<file path="config.mk">
export PLATFORM = sky130hd
export DESIGN_NAME = grid_layer_rle_decoder
export DESIGN_NICKNAME = d
export VERILOG_FILES = /design/src/sv/glrle_pkg.sv /design/src/sv/glrle_ctrl.sv /design/src/sv/glrle_dp.sv /design/src/sv/grid_layer_rle_decoder.sv
export SDC_FILE = /design/constraint.sdc
export NUM_CORES = 1
export LEC_CHECK = 0
export ABC_AREA = 1
export BUFFER_PORTS_ARGS = -buffer_cell sky130_fd_sc_hd__buf_2
export CORE_MARGIN = 1.5
export CORE_UTILIZATION = 54
export DETAILED_ROUTE_END_ITERATION = 10
export PLACE_DENSITY = 0.74
export SLEW_MARGIN = 20
export SYNTH_ARGS = -nofsm -noshare
export SYNTH_HDL_FRONTEND = slang
export SYNTH_SLANG_ARGS = --single-unit
</file>
<file path="constraint.sdc">
create_clock -name i_clk -period 10.57 [get_ports i_clk]
set_input_delay 0.5285 -clock i_clk [delete_from_list [all_inputs] [get_ports i_clk]]
set_output_delay 0.5285 -clock i_clk [all_outputs]
set_load 0.02 [all_outputs]
</file>
<file path="src/sv/glrle_pkg.sv">
// shared types and constants for the grid layer run-length decoder
// no dependencies; used by glrle_ctrl, glrle_dp and grid_layer_rle_decoder
package glrle_pkg;

    // fixed field widths
    localparam int BYTE_W    = 8;
    localparam int COORD_W   = 10;
    localparam int CFG_W     = 11;
    localparam int CFG_IDX_W = 1;
    localparam int LEN_W     = 6;
    localparam int RUN_W     = 7;

    // default largest side of the layer
    localparam int MAX_SIDE_DEF = 1024;

    // configuration register indexes
    localparam logic [CFG_IDX_W-1:0] CFG_MAP_WIDTH  = 1'b0;
    localparam logic [CFG_IDX_W-1:0] CFG_MAP_HEIGHT = 1'b1;

    // configuration reset values
    localparam logic [CFG_W-1:0] CFG_SIDE_RESET = 11'd256;

    // command byte opcodes (bits 7..6)
    localparam logic [1:0] OP_COPY = 2'b01;
    localparam logic [1:0] OP_FILL = 2'b10;

    // longest run, coded as length zero
    localparam logic [RUN_W-1:0] RUN_MAX = 7'd64;

    // controller to datapath
    typedef struct packed {
        logic load;   // input beat accepted this cycle
        logic emit;   // write one cell into the output register
    } t_dp_cmd;

    // datapath to controller
    typedef struct packed {
        logic go_emit;    // the beat being accepted produces cells
        logic emit_last;  // the cell being emitted ends the run
        logic out_free;   // output register can take a cell this cycle
    } t_dp_status;

endpackage

</file>
<file path="src/sv/glrle_ctrl.sv">
// controller state machine of the grid layer run-length decoder
// depends on glrle_pkg for the command and status structs
module glrle_ctrl (
    input  logic                  i_clk,
    input  logic                  i_rst_n,
    input  logic                  i_valid,
    input  glrle_pkg::t_dp_status i_status,
    output glrle_pkg::t_dp_cmd    o_cmd,
    output logic                  o_ready
);

    typedef enum logic {
        S_IDLE,
        S_EMIT
    } t_state;

    t_state r_state;
    t_state n_state;

    assign o_ready    = (r_state == S_IDLE);
    assign o_cmd.load = (r_state == S_IDLE) && i_valid;
    assign o_cmd.emit = (r_state == S_EMIT) && i_status.out_free;

    always_comb begin
        n_state = r_state;
        case (r_state)
            S_IDLE: begin
                if (i_valid && i_status.go_emit) begin
                    n_state = S_EMIT;
                end
            end
            S_EMIT: begin
                if (i_status.out_free && i_status.emit_last) begin
                    n_state = S_IDLE;
                end
            end
            default: n_state = S_IDLE;
        endcase
    end

    always_ff @(posedge i_clk) begin
        if (!i_rst_n) begin
            r_state <= S_IDLE;
        end else begin
            r_state <= n_state;
        end
    end

endmodule

</file>
<file path="src/sv/glrle_dp.sv">
// datapath of the grid layer run-length decoder: position, phase, run count,
// configuration and output register; depends on glrle_pkg
module glrle_dp #(
    parameter int MAX_SIDE = glrle_pkg::MAX_SIDE_DEF
) (
    input  logic                                i_clk,
    input  logic                                i_rst_n,
    input  glrle_pkg::t_dp_cmd                  i_cmd,
    output glrle_pkg::t_dp_status               o_status,
    input  logic [glrle_pkg::BYTE_W-1:0]        i_stream_byte,
    input  logic                                i_layer_start,
    input  logic                                i_cfg_we,
    input  logic [glrle_pkg::CFG_IDX_W-1:0]     i_cfg_idx,
    input  logic [glrle_pkg::CFG_W-1:0]         i_cfg_data,
    input  logic                                i_ready,
    output logic                                o_valid,
    output logic [glrle_pkg::COORD_W-1:0]       o_cell_x,
    output logic [glrle_pkg::COORD_W-1:0]       o_cell_y,
    output logic [glrle_pkg::BYTE_W-1:0]        o_cell_value,
    output logic                                o_run_last,
    output logic                                o_layer_done
);

    localparam int POS_W = $clog2(MAX_SIDE + 1);
    localparam int CMP_W = (POS_W > glrle_pkg::CFG_W) ? POS_W : glrle_pkg::CFG_W;
    localparam logic [CMP_W-1:0] MAX_X = CMP_W'(MAX_SIDE);

    typedef enum logic [1:0] {
        PH_CMD  = 2'd0,
        PH_COPY = 2'd1,
        PH_FILL = 2'd2
    } t_phase;

    // configuration
    logic [glrle_pkg::CFG_W-1:0] r_cfg_w;
    logic [glrle_pkg::CFG_W-1:0] r_cfg_h;

    // decoder state
    logic [POS_W-1:0]            r_col, n_col;
    logic [POS_W-1:0]            r_row, n_row;
    t_phase                      r_phase, n_phase;
    logic [glrle_pkg::RUN_W-1:0] r_run, n_run;
    logic                        r_fin, n_fin;
    logic [glrle_pkg::RUN_W-1:0] r_cnt, n_cnt;
    logic [glrle_pkg::BYTE_W-1:0] r_val, n_val;

    // output register
    logic                          r_out_valid;
    logic [glrle_pkg::COORD_W-1:0] r_x;
    logic [glrle_pkg::COORD_W-1:0] r_y;
    logic [glrle_pkg::BYTE_W-1:0]  r_v;
    logic                          r_last;
    logic                          r_done;

    logic [CMP_W-1:0] cfg_w_x, cfg_h_x, eff_w, eff_h;
    logic [CMP_W-1:0] col_x, row_x;

    // accept-side values
    logic [POS_W-1:0]            col0, row0;
    t_phase                      phase0;
    logic [glrle_pkg::RUN_W-1:0] run0, fill_n, cmd_len, copy_run;
    logic                        fin0, fin1;
    logic [1:0]                  op;
    logic                        go_emit;

    // emit-side values
    logic [POS_W-1:0] col_inc, e_col, e_row;
    logic             wrap, e_done, e_last;

    // effective width and height: width 0 acts as 1, both saturate to MAX_SIDE
    always_comb begin
        cfg_w_x = CMP_W'(r_cfg_w);
        cfg_h_x = CMP_W'(r_cfg_h);
        eff_w   = (cfg_w_x == '0) ? CMP_W'(1) : cfg_w_x;
        if (eff_w > MAX_X) begin
            eff_w = MAX_X;
        end
        eff_h = (cfg_h_x > MAX_X) ? MAX_X : cfg_h_x;
    end

    // layer start clears position and phase before the byte is looked at
    always_comb begin
        col0    = i_layer_start ? '0 : r_col;
        row0    = i_layer_start ? '0 : r_row;
        phase0  = i_layer_start ? PH_CMD : r_phase;
        run0    = i_layer_start ? '0 : r_run;
        fin0    = i_layer_start ? 1'b0 : r_fin;
        fin1    = fin0 || (CMP_W'(row0) >= eff_h);
        op      = i_stream_byte[glrle_pkg::BYTE_W-1 -: 2];
        cmd_len = (i_stream_byte[glrle_pkg::LEN_W-1:0] == '0) ? glrle_pkg::RUN_MAX
                : {1'b0, i_stream_byte[glrle_pkg::LEN_W-1:0]};
        fill_n  = (run0 > glrle_pkg::RUN_MAX) ? glrle_pkg::RUN_MAX : run0;
        copy_run = (run0 != '0) ? run0 - 1'b1 : run0;
        go_emit = 1'b0;
        if (!fin1) begin
            case (phase0)
                PH_COPY: go_emit = 1'b1;
                PH_FILL: go_emit = (fill_n != '0);
                default: go_emit = 1'b0;
            endcase
        end
    end

    // one cell: advance column, wrap into next row, check for layer end
    always_comb begin
        col_inc = r_col + 1'b1;
        wrap    = (CMP_W'(col_inc) >= eff_w);
        e_col   = wrap ? '0 : col_inc;
        e_row   = wrap ? r_row + 1'b1 : r_row;
        e_done  = (CMP_W'(e_row) >= eff_h);
        e_last  = e_done || (r_cnt == glrle_pkg::RUN_W'(1));
        col_x   = CMP_W'(r_col);
        row_x   = CMP_W'(r_row);
    end

    always_comb begin
        n_col   = r_col;
        n_row   = r_row;
        n_phase = r_phase;
        n_run   = r_run;
        n_fin   = r_fin;
        n_cnt   = r_cnt;
        n_val   = r_val;
        if (i_cmd.load) begin
            n_col   = col0;
            n_row   = row0;
            n_phase = phase0;
            n_run   = run0;
            n_fin   = fin1;
            n_val   = i_stream_byte;
            if (!fin1) begin
                case (phase0)
                    PH_COPY: begin
                        n_cnt   = glrle_pkg::RUN_W'(1);
                        n_run   = copy_run;
                        n_phase = (copy_run == '0) ? PH_CMD : PH_COPY;
                    end
                    PH_FILL: begin
                        n_cnt   = fill_n;
                        n_run   = '0;
                        n_phase = PH_CMD;
                    end
                    default: begin
                        // command byte, unused phase code acts the same
                        if (op == glrle_pkg::OP_COPY) begin
                            n_phase = PH_COPY;
                            n_run   = cmd_len;
                        end else if (op == glrle_pkg::OP_FILL) begin
                            n_phase = PH_FILL;
                            n_run   = cmd_len;
                        end else begin
                            n_phase = PH_CMD;
                            n_run   = '0;
                        end
                    end
                endcase
            end
        end else if (i_cmd.emit) begin
            n_col = e_col;
            n_row = e_row;
            n_cnt = r_cnt - 1'b1;
            if (e_done) begin
                n_fin = 1'b1;
            end
        end
    end

    always_ff @(posedge i_clk) begin
        if (!i_rst_n) begin
            r_cfg_w     <= glrle_pkg::CFG_SIDE_RESET;
            r_cfg_h     <= glrle_pkg::CFG_SIDE_RESET;
            r_col       <= '0;
            r_row       <= '0;
            r_phase     <= PH_CMD;
            r_run       <= '0;
            r_fin       <= 1'b0;
            r_cnt       <= '0;
            r_out_valid <= 1'b0;
        end else begin
            if (i_cfg_we) begin
                case (i_cfg_idx)
                    glrle_pkg::CFG_MAP_WIDTH:  r_cfg_w <= i_cfg_data;
                    glrle_pkg::CFG_MAP_HEIGHT: r_cfg_h <= i_cfg_data;
                    default: ;
                endcase
            end
            r_col   <= n_col;
            r_row   <= n_row;
            r_phase <= n_phase;
            r_run   <= n_run;
            r_fin   <= n_fin;
            r_cnt   <= n_cnt;
            if (i_cmd.emit) begin
                r_out_valid <= 1'b1;
            end else if (i_ready) begin
                r_out_valid <= 1'b0;
            end
        end
    end

    // payload registers
    always_ff @(posedge i_clk) begin
        r_val <= n_val;
        if (i_cmd.emit) begin
            r_x    <= col_x[glrle_pkg::COORD_W-1:0];
            r_y    <= row_x[glrle_pkg::COORD_W-1:0];
            r_v    <= r_val;
            r_last <= e_last;
            r_done <= e_done;
        end
    end

    assign o_status.go_emit   = go_emit;
    assign o_status.emit_last = e_last;
    assign o_status.out_free  = !r_out_valid || i_ready;

    assign o_valid      = r_out_valid;
    assign o_cell_x     = r_x;
    assign o_cell_y     = r_y;
    assign o_cell_value = r_v;
    assign o_run_last   = r_last;
    assign o_layer_done = r_done;

endmodule

</file>
<file path="src/sv/grid_layer_rle_decoder.sv">
// top level of the grid layer run-length decoder
// depends on glrle_pkg, glrle_ctrl and glrle_dp
//
// Decodes one grid layer from a run-length byte stream taken one byte per input
// beat and writes cells in raster order on the output channel. A command byte
// carries a 2-bit opcode in bits 7..6 and a run length in bits 5..0 (0 means 64):
// copy (01) turns each of the next run bytes into one cell, fill (10) repeats the
// next byte over the run, the other opcodes produce nothing. layer_start on a
// beat clears position, phase and done before that byte is decoded. Decoding
// stops when the row reaches map_height; layer_done marks that cell, and later
// bytes are dropped until the next layer_start. A command byte, or any byte
// after the layer is done, is only accepted; a copy data byte is accepted, then
// one cell goes into the output register; a fill data byte is accepted, then
// its cells follow, up to 64. The fill is emitted by a single cell register and
// position counter, one cell per cycle while the output register is free, and
// output back-pressure holds it. A finished cell waits in the output register
// while the next byte is already accepted. Write map_width (index 0) and
// map_height (index 1) only while the block is idle.
module grid_layer_rle_decoder #(
    parameter int MAX_SIDE = glrle_pkg::MAX_SIDE_DEF
) (
    input  logic                                i_clk,
    input  logic                                i_rst_n,
    // input byte channel
    input  logic                                i_valid,
    output logic                                o_ready,
    input  logic [glrle_pkg::BYTE_W-1:0]        i_stream_byte,
    input  logic                                i_layer_start,
    // output cell channel
    output logic                                o_valid,
    input  logic                                i_ready,
    output logic [glrle_pkg::COORD_W-1:0]       o_cell_x,
    output logic [glrle_pkg::COORD_W-1:0]       o_cell_y,
    output logic [glrle_pkg::BYTE_W-1:0]        o_cell_value,
    output logic                                o_run_last,
    output logic                                o_layer_done,
    // configuration writes
    input  logic                                i_cfg_we,
    input  logic [glrle_pkg::CFG_IDX_W-1:0]     i_cfg_idx,
    input  logic [glrle_pkg::CFG_W-1:0]         i_cfg_data
);

    glrle_pkg::t_dp_cmd    dp_cmd;
    glrle_pkg::t_dp_status dp_status;

    // controller: idle takes a beat, emit sends one cell per free output slot
    glrle_ctrl u_ctrl (
        .i_clk    (i_clk),
        .i_rst_n  (i_rst_n),
        .i_valid  (i_valid),
        .i_status (dp_status),
        .o_cmd    (dp_cmd),
        .o_ready  (o_ready)
    );

    // datapath: decoder state, position counters and output register
    glrle_dp #(
        .MAX_SIDE (MAX_SIDE)
    ) u_dp (
        .i_clk         (i_clk),
        .i_rst_n       (i_rst_n),
        .i_cmd         (dp_cmd),
        .o_status      (dp_status),
        .i_stream_byte (i_stream_byte),
        .i_layer_start (i_layer_start),
        .i_cfg_we      (i_cfg_we),
        .i_cfg_idx     (i_cfg_idx),
        .i_cfg_data    (i_cfg_data),
        .i_ready       (i_ready),
        .o_valid       (o_valid),
        .o_cell_x      (o_cell_x),
        .o_cell_y      (o_cell_y),
        .o_cell_value  (o_cell_value),
        .o_run_last    (o_run_last),
        .o_layer_done  (o_layer_done)
    );

endmodule
</file>
==> results.cfg <==
[cts]
postCtsHoldBufs = 0
ctsResizeCount = 0
cts_root_buffer = clkbuf_8
cts_setup_buffers = 0
cts-buffers-inserted = 9
cts.clk_slew.worst_paths_ps = 100
cts_tree = yes
cts_sinks = 101
clock_latency_ps = 380
h-tree-depth = 3
clockBufferDepth = 2

[place]
place_area_mm2 = 0.00611
dp_slack_ps = 6420
io_buffer_count = 57
gp_congestion = 0.878
dp_hpwl_um = 9800

[setup_path]
slowest_stage = dfxtp_1
cp_slowest_stage_delay_ps = 430
arrival_ps = 4500
crit_fanout = 18
path_cells = ha_1 -> nand3_1 -> nor3_1 -> nand4_1 -> xor2_1 -> inv_1 -> ha_1 -> a21oi_1 -> o21ai_0 -> a21oi_2 -> nand3_4 -> inv_1 -> nand2_1 -> nand2_1 -> inv_1 -> ha_1 -> a21oi_1 -> o21ai_0 -> a21oi_1 -> nand4_1 -> nand2_1 -> nand2_1 -> a21oi_1
path_class = reg2reg
worstSetupEndpointType = register
cp.required_ps = 10880
start_kind = register

[sta]
fin_crit_ps = 4190
fmax_mhz = 239
hold_viol = 0
tightest_slew_ps = 823
rsz0062_at_grt = false
fin_setup_tns_ps = 0
drv_slew = 0
setup_slack_ps = 6380
worst_slew_margin_rel = 0.451
setup_viol = 0
min_period_over_period = 0.397
fin_skew_ps = 9.61

[routing]
drt_iter0_drc = 338
ant_nets = 0
wire_per_inst_um = 14.0
vias_per_cell = 5.52
vias = 5188
drc = 0
drt_first_pass_iters = 7
totalWireLength_um = 13100

[finish]
diodes = 0
mostFrequentLayoutCells = nand2_1 (185), nor2_1 (102), inv_1 (68), dfxtp_1 (63), a21oi_1 (59)
syn_to_final_growth_pct = 10.0
drive_gt1_frac = 0.119
final_common_cell = nand2_1
nets = 866
fin_util = 0.612
fin_area_mm2 = 0.00632

[floorplanning]
io_pins = 58
core_area_mm2 = 0.0103
die_y_um = 106
die_area_mm2 = 0.0113
die_w_um = 106
initial_core_util = 0.556
rows = 37

[synth]
synth_cell_types = 41
avgSynthCellArea_um2 = 7.65
synth_fp_nets = 818
synth.yosys.seq_area_share = 0.418
synth-edff-count = 38
netlist_area_mm2 = 0.00574
ys_ff_latch = 101
synth-async-reset-ratio = 0
syn-instance-count = 751
ys_warn_count = 0
synth_flop_cell = dfxtp_1

[power]
p_per_area_mw_per_mm2 = 130
vdd_ir_drop_max_v = 0.0000754
p_leak_nw = 2.87

[global_routing]
grt_antenna_before_repair = 0
grt.overflow.total = 0
grt_pass1_vias = 4700
grt_max_degree = 40
grt_pass1_wl_um = 21900
grt_usage = 0.242

[min_path]
hold_class = in2reg

[run]
cap_viol_max_count = 0

[run_status]
status = completed
==> per-stage QoR <==
stage	total power [mW]	hold slack [ps]	std cells
4_1_cts	0.826	345	940
3_3_place_gp	0.572	402	924
5_1_grt	0.867	346	940
2_1_floorplan	0.543	400	751
6_report	0.823	356	940
3_5_place_dp	0.577	405	924
==> synth_stat cells, types with 5 or more instances <==
cell	number	area, µm²
nor4_1	5	31.3
nand3_1	44	220
edfxtp_1	38	1140
nor3_1	10	50.1
nor2_1	102	383
nand4_1	19	119
xor2_1	16	140
o21ai_1	7	35.0
nand2_1	185	694
a21oi_1	59	295
clkbuf_1	15	56.3
inv_1	68	255
nand2_4	6	67.6
o21ai_2	5	43.8
ha_1	41	513
o21ai_0	33	165
dfxtp_1	63	1260
==> flip-flops by register name (all words and copies together), names as in the netlist <==
register and flops:
u_dp.cfg_w_x 11, u_dp.r_run 7, u_dp.o_valid 1, u_dp.r_val 8, u_dp.r_row 11, u_ctrl.r_state 1
u_dp.r_cnt 7, u_dp.o_cell_y 10, u_dp.o_cell_x 10, u_dp.cfg_h_x 11, u_dp.o_layer_done 1, u_dp.r_phase 2
u_dp.col_x 11, u_dp.r_fin 1, u_dp.o_run_last 1, u_dp.o_cell_value 8
==> path summary, 6_finish.rpt <==
path / end / slack, ps / cells past startpoint / startpoint
setup / recovery: u_ctrl.r_state / 6380 / 23 / u_dp.col_x[0]
hold / removal: u_dp.r_val[4] / 360 / 1 / i_stream_byte[4]
setup reg to reg: u_ctrl.r_state / 6380 / 23 / u_dp.col_x[0]
hold reg to reg: u_dp.o_cell_value[2] / 430 / 0 / u_dp.r_val[2]
==> cell type report <==
class                           count  area (µm²)
Tap cell                          136         170
Multi-Input combinational cell    557        2970
Clock buffer                       11         174
Sequential cell                   101        2400
Fill cell                         931        4010
Inverter                           72         270
Timing Repair Buffer               58         293
Clock inverter                      5        36.3
==> where the power goes <==
group / total [mW] / internal, mW / switching, mW
clock network: 0.253 / 0.116 / 0.137
registers: 0.425 / 0.416 / 0.00965
logic: 0.145 / 0.0495 / 0.0950
==> per-layer routing <==
| layer | track usage | share of wire | vias up |
|---|---|---|---|
| met5 | 0 | 0 | - |
| met3 | 0.0417 | 0.058 | 19 |
| li1 | - | - | 2606 |
| met2 | 0.377 | 0.46 | 157 |
| met4 | 0.0724 | 0.013 | 0 |
| met1 | 0.344 | 0.47 | 2406 |
==> worst max-delay path: cells and delay by family, from the launching register on <==
family | cells | cell delay (ps)
and+or+nand+nor | 9 | 1310
xor gates and xnor gates | 1 | 170
DFF | 1 | 430
buffers and inverters | 3 | 280
AOI/OAI and AO/OA | 7 | 1050
adders and majority gates | 3 | 880
==> logic make-up (layout without fill, tap and decap cells) <==
kind of cell,after synthesis,in the layout,synth area share
AO/OA/AOI/OAI,116,116,0.110
XOR/XNOR,17,17,0.0259
adder cells (fa/ha/maj),41,41,0.0893
buffers and inverters,93,146,0.0641
flip-flops,101,101,0.418
AND/OR/NAND/NOR,383,383,0.292
Power figures use the tool's default switching activity.
